==> config.mk <==
export PLATFORM = sky130hd
export DESIGN_NAME = quadrature_step_accumulator
export DESIGN_NICKNAME = d
export VERILOG_FILES = /design/src/design/qsa_pkg.sv /design/src/design/quadrature_step_accumulator.sv /design/src/design/qsa_tracker.sv
export SDC_FILE = /design/constraint.sdc
export NUM_CORES = 1
export LEC_CHECK = 0
export BUFFER_PORTS_ARGS = -buffer_cell sky130_fd_sc_hd__buf_2
export CAP_MARGIN = 30
export CORE_MARGIN = 5
export CORE_UTILIZATION = 55
export CTS_BUF_LIST = sky130_fd_sc_hd__clkbuf_4
export CTS_CLUSTER_DIAMETER = 200
export DETAILED_ROUTE_END_ITERATION = 10
export PLACE_DENSITY_LB_ADDON = 0.12
export SETUP_SLACK_MARGIN = 0.3
export SYNTH_ARGS = -nofsm -noshare
export SYNTH_HDL_FRONTEND = slang
export SYNTH_SLANG_ARGS = --single-unit
==> constraint.sdc <==
create_clock -name clk -period 13.25 [get_ports clk]
set_clock_uncertainty 0.05 [all_clocks]
set_input_delay 0.6625 -clock clk [delete_from_list [all_inputs] [get_ports clk]]
set_output_delay 0.6625 -clock clk [all_outputs]
set_load 0.01 [all_outputs]
==> src/design/qsa_pkg.sv <==
`default_nettype none

package qsa_pkg;

    localparam int COUNT_BITS_DEFAULT = 32;
    localparam int SUM_BITS           = 8;
    localparam int MIN_INTERVAL_BITS  = 16;
    localparam int TICK_BITS          = 32;
    localparam logic [MIN_INTERVAL_BITS-1:0] MIN_INTERVAL_RESET = 16'd2;

    // Accumulator saturation bound, symmetric
    localparam logic signed [SUM_BITS-1:0] SUM_LIMIT = 8'sd127;

    localparam logic OP_EDGE = 1'b0;
    localparam logic OP_POLL = 1'b1;

    typedef enum logic [1:0] {
        EVENT_NONE  = 2'd0,
        EVENT_RIGHT = 2'd1,
        EVENT_LEFT  = 2'd2
    } event_t;

    typedef struct packed {
        logic                 op;
        logic [1:0]           pins;         // {A, B}
        logic [1:0]           pins_second;  // {A, B}, edge items only
        logic [TICK_BITS-1:0] now_tick;
    } qsa_item_t;

    typedef struct packed {
        event_t event_res;
        logic   sample_dropped;
    } qsa_status_t;

    // Half-step table indexed by {previous pins, new pins}; +1, -1 or 0
    function automatic logic signed [1:0] step_lookup(input logic [3:0] idx);
        logic signed [1:0] d;
        case (idx)
            4'd1, 4'd7, 4'd8, 4'd14:  d = 2'sb01;
            4'd2, 4'd4, 4'd11, 4'd13: d = 2'sb11;
            default:                  d = 2'sb00;
        endcase
        return d;
    endfunction

endpackage

`default_nettype wire

==> src/design/quadrature_step_accumulator.sv <==
// Quadrature decoder (x2) with half-step accumulation and rate-limited
// counter updates.
// Input stream (s_*): one transfer per item. tuser[0] selects the kind:
// 0 = pin edge with two samples (dropped if they disagree), 1 = poll with the
// current pins and a timestamp. A poll may move whole steps from the half-step
// accumulator into the right or left counter once min_interval_ticks have
// passed since the last update.
// Output stream (m_*): exactly one result transfer per input transfer, in
// order: both counters, their difference, the event code and the drop flag.
// Configuration: cfg_we/cfg_wdata write min_interval_ticks; write only while
// no item is in flight.
// m_tvalid rises for an item once it has passed the input register, then the
// result register. Throughput: one item per cycle while m_tready is high; the
// combinational decode/saturate/compare path feeding the state registers
// sustains this rate.
// Reset clears decoder state, counters and both pipeline stages and loads
// min_interval_ticks = 2. When m_tready is low the result holds, the input
// register fills and s_tready drops; nothing is lost.
`default_nettype none

module quadrature_step_accumulator #(
    parameter int COUNT_BITS = qsa_pkg::COUNT_BITS_DEFAULT
) (
    input  wire  logic        clk,
    input  wire  logic        rst_n,
    // configuration
    input  wire  logic        cfg_we,
    input  wire  logic [15:0] cfg_wdata,   // min_interval_ticks
    // input stream
    input  wire  logic        s_tvalid,
    output logic              s_tready,
    input  wire  logic [39:0] s_tdata,     // pin_a, pin_b, pin_a_second, pin_b_second,
                                           // now_tick[31:0], 4'b0
    input  wire  logic [0:0]  s_tuser,     // op
    // result stream
    output logic              m_tvalid,
    input  wire  logic        m_tready,
    output logic [95:0]       m_tdata,     // right_count, left_count, difference
    output logic [2:0]        m_tuser      // event_res[1:0], sample_dropped
);

    // input stage
    logic               in_valid_reg;
    qsa_pkg::qsa_item_t in_item_reg;
    logic               advance;

    // result stage
    logic               out_valid_reg;
    logic [95:0]        out_data_reg;
    logic [2:0]         out_user_reg;

    logic [COUNT_BITS-1:0] positive_next, negative_next;
    qsa_pkg::qsa_status_t  status;
    logic [63:0]           positive_wide, negative_wide;
    logic [31:0]           right_count, left_count;

    // the result register frees up when empty or being taken this cycle
    assign advance  = in_valid_reg && (!out_valid_reg || m_tready);
    assign s_tready = !in_valid_reg || advance;

    always_ff @(posedge clk or negedge rst_n)
    begin
        if (!rst_n)
            in_valid_reg <= 1'b0;
        else if (s_tready)
            in_valid_reg <= s_tvalid;
    end

    always_ff @(posedge clk)
    begin
        if (s_tvalid && s_tready)
        begin
            in_item_reg.op          <= s_tuser[0];
            in_item_reg.pins        <= {s_tdata[0], s_tdata[1]};
            in_item_reg.pins_second <= {s_tdata[2], s_tdata[3]};
            in_item_reg.now_tick    <= s_tdata[35:4];
        end
    end

    qsa_tracker #(
        .COUNT_BITS (COUNT_BITS)
    ) u_tracker (
        .clk           (clk),
        .rst_n         (rst_n),
        .cfg_we        (cfg_we),
        .cfg_wdata     (cfg_wdata),
        .item_en       (advance),
        .item          (in_item_reg),
        .positive_next (positive_next),
        .negative_next (negative_next),
        .status        (status)
    );

    // outputs show the low 32 bits of the totals
    assign positive_wide = 64'(positive_next);
    assign negative_wide = 64'(negative_next);
    assign right_count   = positive_wide[31:0];
    assign left_count    = negative_wide[31:0];

    always_ff @(posedge clk or negedge rst_n)
    begin
        if (!rst_n)
            out_valid_reg <= 1'b0;
        else if (advance)
            out_valid_reg <= 1'b1;
        else if (m_tready)
            out_valid_reg <= 1'b0;
    end

    always_ff @(posedge clk)
    begin
        if (advance)
        begin
            out_data_reg <= {right_count - left_count, left_count, right_count};
            out_user_reg <= {status.sample_dropped, status.event_res};
        end
    end

    assign m_tvalid = out_valid_reg;
    assign m_tdata  = out_data_reg;
    assign m_tuser  = out_user_reg;

endmodule

`default_nettype wire

==> src/design/qsa_tracker.sv <==
`default_nettype none

module qsa_tracker #(
    parameter int COUNT_BITS = qsa_pkg::COUNT_BITS_DEFAULT
) (
    input  wire  logic                                   clk,
    input  wire  logic                                   rst_n,
    input  wire  logic                                   cfg_we,
    input  wire  logic [qsa_pkg::MIN_INTERVAL_BITS-1:0]  cfg_wdata,
    input  wire  logic                                   item_en,
    input  wire  qsa_pkg::qsa_item_t                     item,
    output logic [COUNT_BITS-1:0]                        positive_next,
    output logic [COUNT_BITS-1:0]                        negative_next,
    output qsa_pkg::qsa_status_t                         status
);

    localparam int SB = qsa_pkg::SUM_BITS;

    logic [qsa_pkg::MIN_INTERVAL_BITS-1:0] min_interval_reg;
    logic [1:0]                            prev_pins_reg, prev_pins_next;
    logic signed [SB-1:0]                  sum_reg, sum_next;
    logic [qsa_pkg::TICK_BITS-1:0]         last_time_reg, last_time_next;
    logic [COUNT_BITS-1:0]                 positive_reg, negative_reg;

    logic signed [1:0]             d;
    logic                          match;
    logic                          apply;
    logic signed [SB:0]            sum_wide;
    logic signed [SB-1:0]          sum_applied;
    logic                          neg;
    logic [SB-1:0]                 abs_sum;
    logic [SB-3:0]                 mag;
    logic signed [SB-1:0]          rem;
    logic [qsa_pkg::TICK_BITS-1:0] elapsed;
    logic                          update;

    always_comb
    begin
        d     = qsa_pkg::step_lookup({prev_pins_reg, item.pins});
        match = (item.pins == item.pins_second);
        apply = (item.op == qsa_pkg::OP_EDGE) ? match : (d != 2'sb00);

        // saturating half-step add
        sum_wide = {sum_reg[SB-1], sum_reg} + {{(SB-1){d[1]}}, d};
        if (sum_wide > (SB+1)'(qsa_pkg::SUM_LIMIT))
            sum_applied = qsa_pkg::SUM_LIMIT;
        else if (sum_wide < -(SB+1)'(qsa_pkg::SUM_LIMIT))
            sum_applied = -qsa_pkg::SUM_LIMIT;
        else
            sum_applied = sum_wide[SB-1:0];
        if (!apply)
            sum_applied = sum_reg;

        // truncating divide by two: magnitude halved, sign kept in remainder
        neg     = sum_applied[SB-1];
        abs_sum = neg ? -sum_applied : sum_applied;
        mag     = abs_sum[SB-2:1];
        rem     = !sum_applied[0] ? '0 : (neg ? -(SB'(1)) : SB'(1));

        elapsed = item.now_tick - last_time_reg;
        update  = (item.op == qsa_pkg::OP_POLL) && (sum_applied != '0)
                  && (elapsed >= qsa_pkg::TICK_BITS'(min_interval_reg)) && (mag != '0);

        prev_pins_next = apply ? item.pins : prev_pins_reg;
        sum_next       = update ? rem : sum_applied;
        last_time_next = update ? item.now_tick : last_time_reg;
        positive_next  = positive_reg;
        negative_next  = negative_reg;
        status.event_res      = qsa_pkg::EVENT_NONE;
        status.sample_dropped = (item.op == qsa_pkg::OP_EDGE) && !match;
        if (update)
        begin
            if (neg)
            begin
                negative_next    = negative_reg + {{(COUNT_BITS-SB+2){1'b0}}, mag};
                status.event_res = qsa_pkg::EVENT_LEFT;
            end
            else
            begin
                positive_next    = positive_reg + {{(COUNT_BITS-SB+2){1'b0}}, mag};
                status.event_res = qsa_pkg::EVENT_RIGHT;
            end
        end
    end

    always_ff @(posedge clk or negedge rst_n)
    begin
        if (!rst_n)
        begin
            min_interval_reg <= qsa_pkg::MIN_INTERVAL_RESET;
            prev_pins_reg    <= '0;
            sum_reg          <= '0;
            last_time_reg    <= '0;
            positive_reg     <= '0;
            negative_reg     <= '0;
        end
        else
        begin
            if (cfg_we)
                min_interval_reg <= cfg_wdata;
            if (item_en)
            begin
                prev_pins_reg <= prev_pins_next;
                sum_reg       <= sum_next;
                last_time_reg <= last_time_next;
                positive_reg  <= positive_next;
                negative_reg  <= negative_next;
            end
        end
    end

`ifndef SYNTH
    a_sum_bounded: assert property (@(posedge clk) disable iff (!rst_n)
        sum_reg != {1'b1, {(SB-1){1'b0}}})
        else $error("half-step sum outside saturation bound");

    a_drop_keeps_pins: assert property (@(posedge clk) disable iff (!rst_n)
        item_en && status.sample_dropped |=> $stable(prev_pins_reg) && $stable(sum_reg))
        else $error("dropped sample changed decoder state");

    a_event_leaves_remainder: assert property (@(posedge clk) disable iff (!rst_n)
        item_en && status.event_res != qsa_pkg::EVENT_NONE
        |=> sum_reg == '0 || sum_reg == SB'(1) || sum_reg == -(SB'(1)))
        else $error("counter update left more than a half step");

    a_right_counts: assert property (@(posedge clk) disable iff (!rst_n)
        item_en && status.event_res == qsa_pkg::EVENT_RIGHT
        |=> positive_reg != $past(positive_reg) && $stable(negative_reg))
        else $error("right event without right count change");
`endif

endmodule

`default_nettype wire
==> impl_metrics.env <==
export IMPL_grt_pass1_vias=11470
export IMPL_synth_edf_count=136
export IMPL_rr_startpoint="in_item_reg[34]"
export IMPL_preCtsSetupSlack_ns=2.76
export IMPL_seq_area_sq_um=7190
export IMPL_worstPathMaxFanout=13
export IMPL_crit_path_start_kind="register"
export IMPL_routed_wl_mm=33.6
export IMPL_nets=1936
export IMPL_synth_seq_cells=260
export IMPL_antenna_found_initial=1
export IMPL_cp_arrival_ns=10.92
export IMPL_critical_path_class="reg -> reg"
export IMPL_maxCapViolCount=0
export IMPL_multi_input_area_sq_um=7770
export IMPL_fmax_mhz=94.7
export IMPL_via_count=11930
export IMPL_reg2regPathDepth=41
export IMPL_power_density_nw_per_um2=256
export IMPL_ant_nets=0
export IMPL_ctsHoldBuffers=0
export IMPL_num_io_pins=163
export IMPL_synthDistinctLibCells=90
export IMPL_cts_buffer_depth=3
export IMPL_drive_gt1_share_pct=17.6
export IMPL_htree_levels=3
export IMPL_ys_seq_area_share_pct=46.1
export IMPL_largest_register_ffs=96
export IMPL_cpPeakStageDelay_ns=0.52
export IMPL_fin_crit_sh_pct=79.7
export IMPL_chipHeight_um=178
export IMPL_dr_pass1_iters=5
export IMPL_tritoncts="built"
export IMPL_status="complete, no violations"
export IMPL_worstMarginPinSlew_ns=1.08
export IMPL_finalWorstSetupSlack_ns=2.69
export IMPL_worstSkewPairLatency_ns=0.70
export IMPL_hold_path_class="in -> async"
export IMPL_grt_start_max_net_pins=75
export IMPL_r2r_slack_ns=2.69
export IMPL_setup_viol=0
export IMPL_syn_nets=1746
export IMPL_finalHoldViolCount=0
export IMPL_ys_flop_type="edfxtp_1"
export IMPL_die_area_sq_um=31800
export IMPL_grt_ovfl_total=0
export IMPL_crit_path_start="in_item_reg[34]"
export IMPL_cts_sinks=260
export IMPL_cts_root_buffer="clkbuf_4"
export IMPL_final_common_cell="nand2_1"
export IMPL_start_util_pct=55.9
export IMPL_area_delta_synth_final_pct=13.2
export IMPL_ctsResizeCount=0
export IMPL_netlist_instances=1579
export IMPL_peakVddDrop_uv=131
export IMPL_required_ns=13.62
export IMPL_drt_iter0_markers=678
export IMPL_critPathCaptureType="register"
export IMPL_slowest_stage="a2111oi_4"
export IMPL_final_cell_mix="188 x nand2_1, 157 x buf_2, 136 x edfxtp_1"
export IMPL_via_per_inst=5.41
export IMPL_async_flop_share_pct=47.7
export IMPL_rsz0062_at_grt="no"
export IMPL_fill_cells=2441
export IMPL_relSlewSlack_pct=27.9
export IMPL_grt_use_total_pct=21.4
export IMPL_crit_path_end="m_tdata[89]"
export IMPL_wl_per_cell_um=15.2
export IMPL_reg2reg_to="m_tdata[89]"
export IMPL_dieWidth_um=178
export IMPL_place_congestion=0.887
export IMPL_netlist_area_sq_um=15600
export IMPL_cts_made_buffers=71
export IMPL_synth_warning_count=0
export IMPL_min_period_ns=10.56
export IMPL_drv_slew=0
export IMPL_num_rows=61
export IMPL_clkTransAtPathRegs_ns=0.08
export IMPL_fp_coreArea_sq_um=27900
export IMPL_total_leakage_power_nw=7.98
export IMPL_post_cts_buffers=0
export IMPL_tns_ns=0
export IMPL_port_buffers=158
export IMPL_grt_pass1_wl_mm=55.7
export IMPL_synth_avg_cell_area_sq_um=9.89
export IMPL_drc=0
export IMPL_hpwl_mm=24.6
-- worst min path at each step --
stage | start | end
2_1_floorplan | rst_n | in_valid_reg
3_3_place_gp | u_tracker.positive_reg[29] | u_tracker.positive_reg[29]
3_5_place_dp | u_tracker.positive_reg[29] | u_tracker.positive_reg[29]
4_1_cts | rst_n | u_tracker.negative_reg[1]
5_1_grt | s_tdata[27] | in_item_reg[23]
6_report | rst_n | u_tracker.positive_reg[4]
-- power breakdown --
part | internal, mW | leakage [nW] | switching, mW
combinational | 1.06 | 4.50 | 1.54
sequential | 1.10 | 2.93 | 0.0823
clock | 0.383 | 0.548 | 0.345
total | 2.55 | 7.98 | 1.97
-- metal layers --
layer  share of wire (%)  vias to the layer above  global-route usage (%)  routed length (um)
met2                  44                      318                    33.0               14800
met1                  48                     5523                    30.5               16100
li1                    -                     6032                       -                   -
met5                   0                        -                       0                   0
met3                 6.1                       57                    4.28                2060
met4                 2.0                        0                    7.16                 683
-- Yosys cell counts, types with 12 or more instances --
master,n,area share (%)
a211oi_1,24,1.2
a21o_1,26,1.3
a21oi_1,71,2.3
and2_1,14,0.56
and3_1,20,0.80
clkbuf_1,38,0.91
dfrtp_1,123,20
edfxtp_1,136,26
ha_1,100,8.0
inv_1,122,2.9
nand2_1,188,4.5
nand2b_1,20,0.80
nand3_1,40,1.3
nand4_1,20,0.80
nor2_1,118,2.8
nor2b_1,12,0.48
nor3_1,22,0.71
o211ai_1,16,0.77
o21ai_0,106,3.4
xnor2_1,97,5.4
xor2_1,61,3.4
-- worst max-delay path: cells and delay by family, from the launching register on --
family                   cells  cell delay, ns
adder cells (fa/ha/maj)      4            1.03
AND/OR/NAND/NOR              6            0.84
XOR/XNOR                     1            0.09
AO/OA/AOI/OAI               25            6.96
flip-flops                   1            0.46
buffers and inverters        3            0.49
multiplexers                 2            0.38
-- final cells by class --
cell class              count  area share (%)
clock inverters            34            1.18
repair buffers            164            4.74
flip-flops and latches    260            40.7
multi-input cells        1148            44.0
inverters                 124            2.65
clock buffers              96            4.08
well taps                 378            2.68
diodes                      1          0.0142
-- stage by stage --
| stage | hold WS (ns) | utilization, % | instances | power, mW | instance area, sq um |
|---|---|---|---|---|---|
| after detailed placement | 0.428 | 59.9 | 2074 | 3.79 | 16700 |
| after floorplan | 0.317 | - | 1579 | 3.21 | 15600 |
| after global placement | 0.409 | 59.9 | 2074 | 3.72 | 16700 |
| after CTS | 0.00660 | 63.2 | 2204 | 4.54 | 17700 |
| final | 0.0303 | 63.2 | 2205 | 4.52 | 17700 |
| after global routing | 0.0486 | 63.2 | 2205 | 4.96 | 17700 |
-- logic make-up (layout without fill, tap and decap cells) --
logic type	Yosys count	after routing	share of synthesized area [%]
and+or+nand+nor	511	511	15.7
AOI/OAI and AO/OA	357	357	15.3
DFF	260	260	46.1
buffers and inverters	171	418	4.23
xor gates and xnor gates	158	158	8.87
adders and majority gates	106	106	8.72
muxes	16	16	1.08
other	0	1	0
Power figures use the tool's default switching activity.
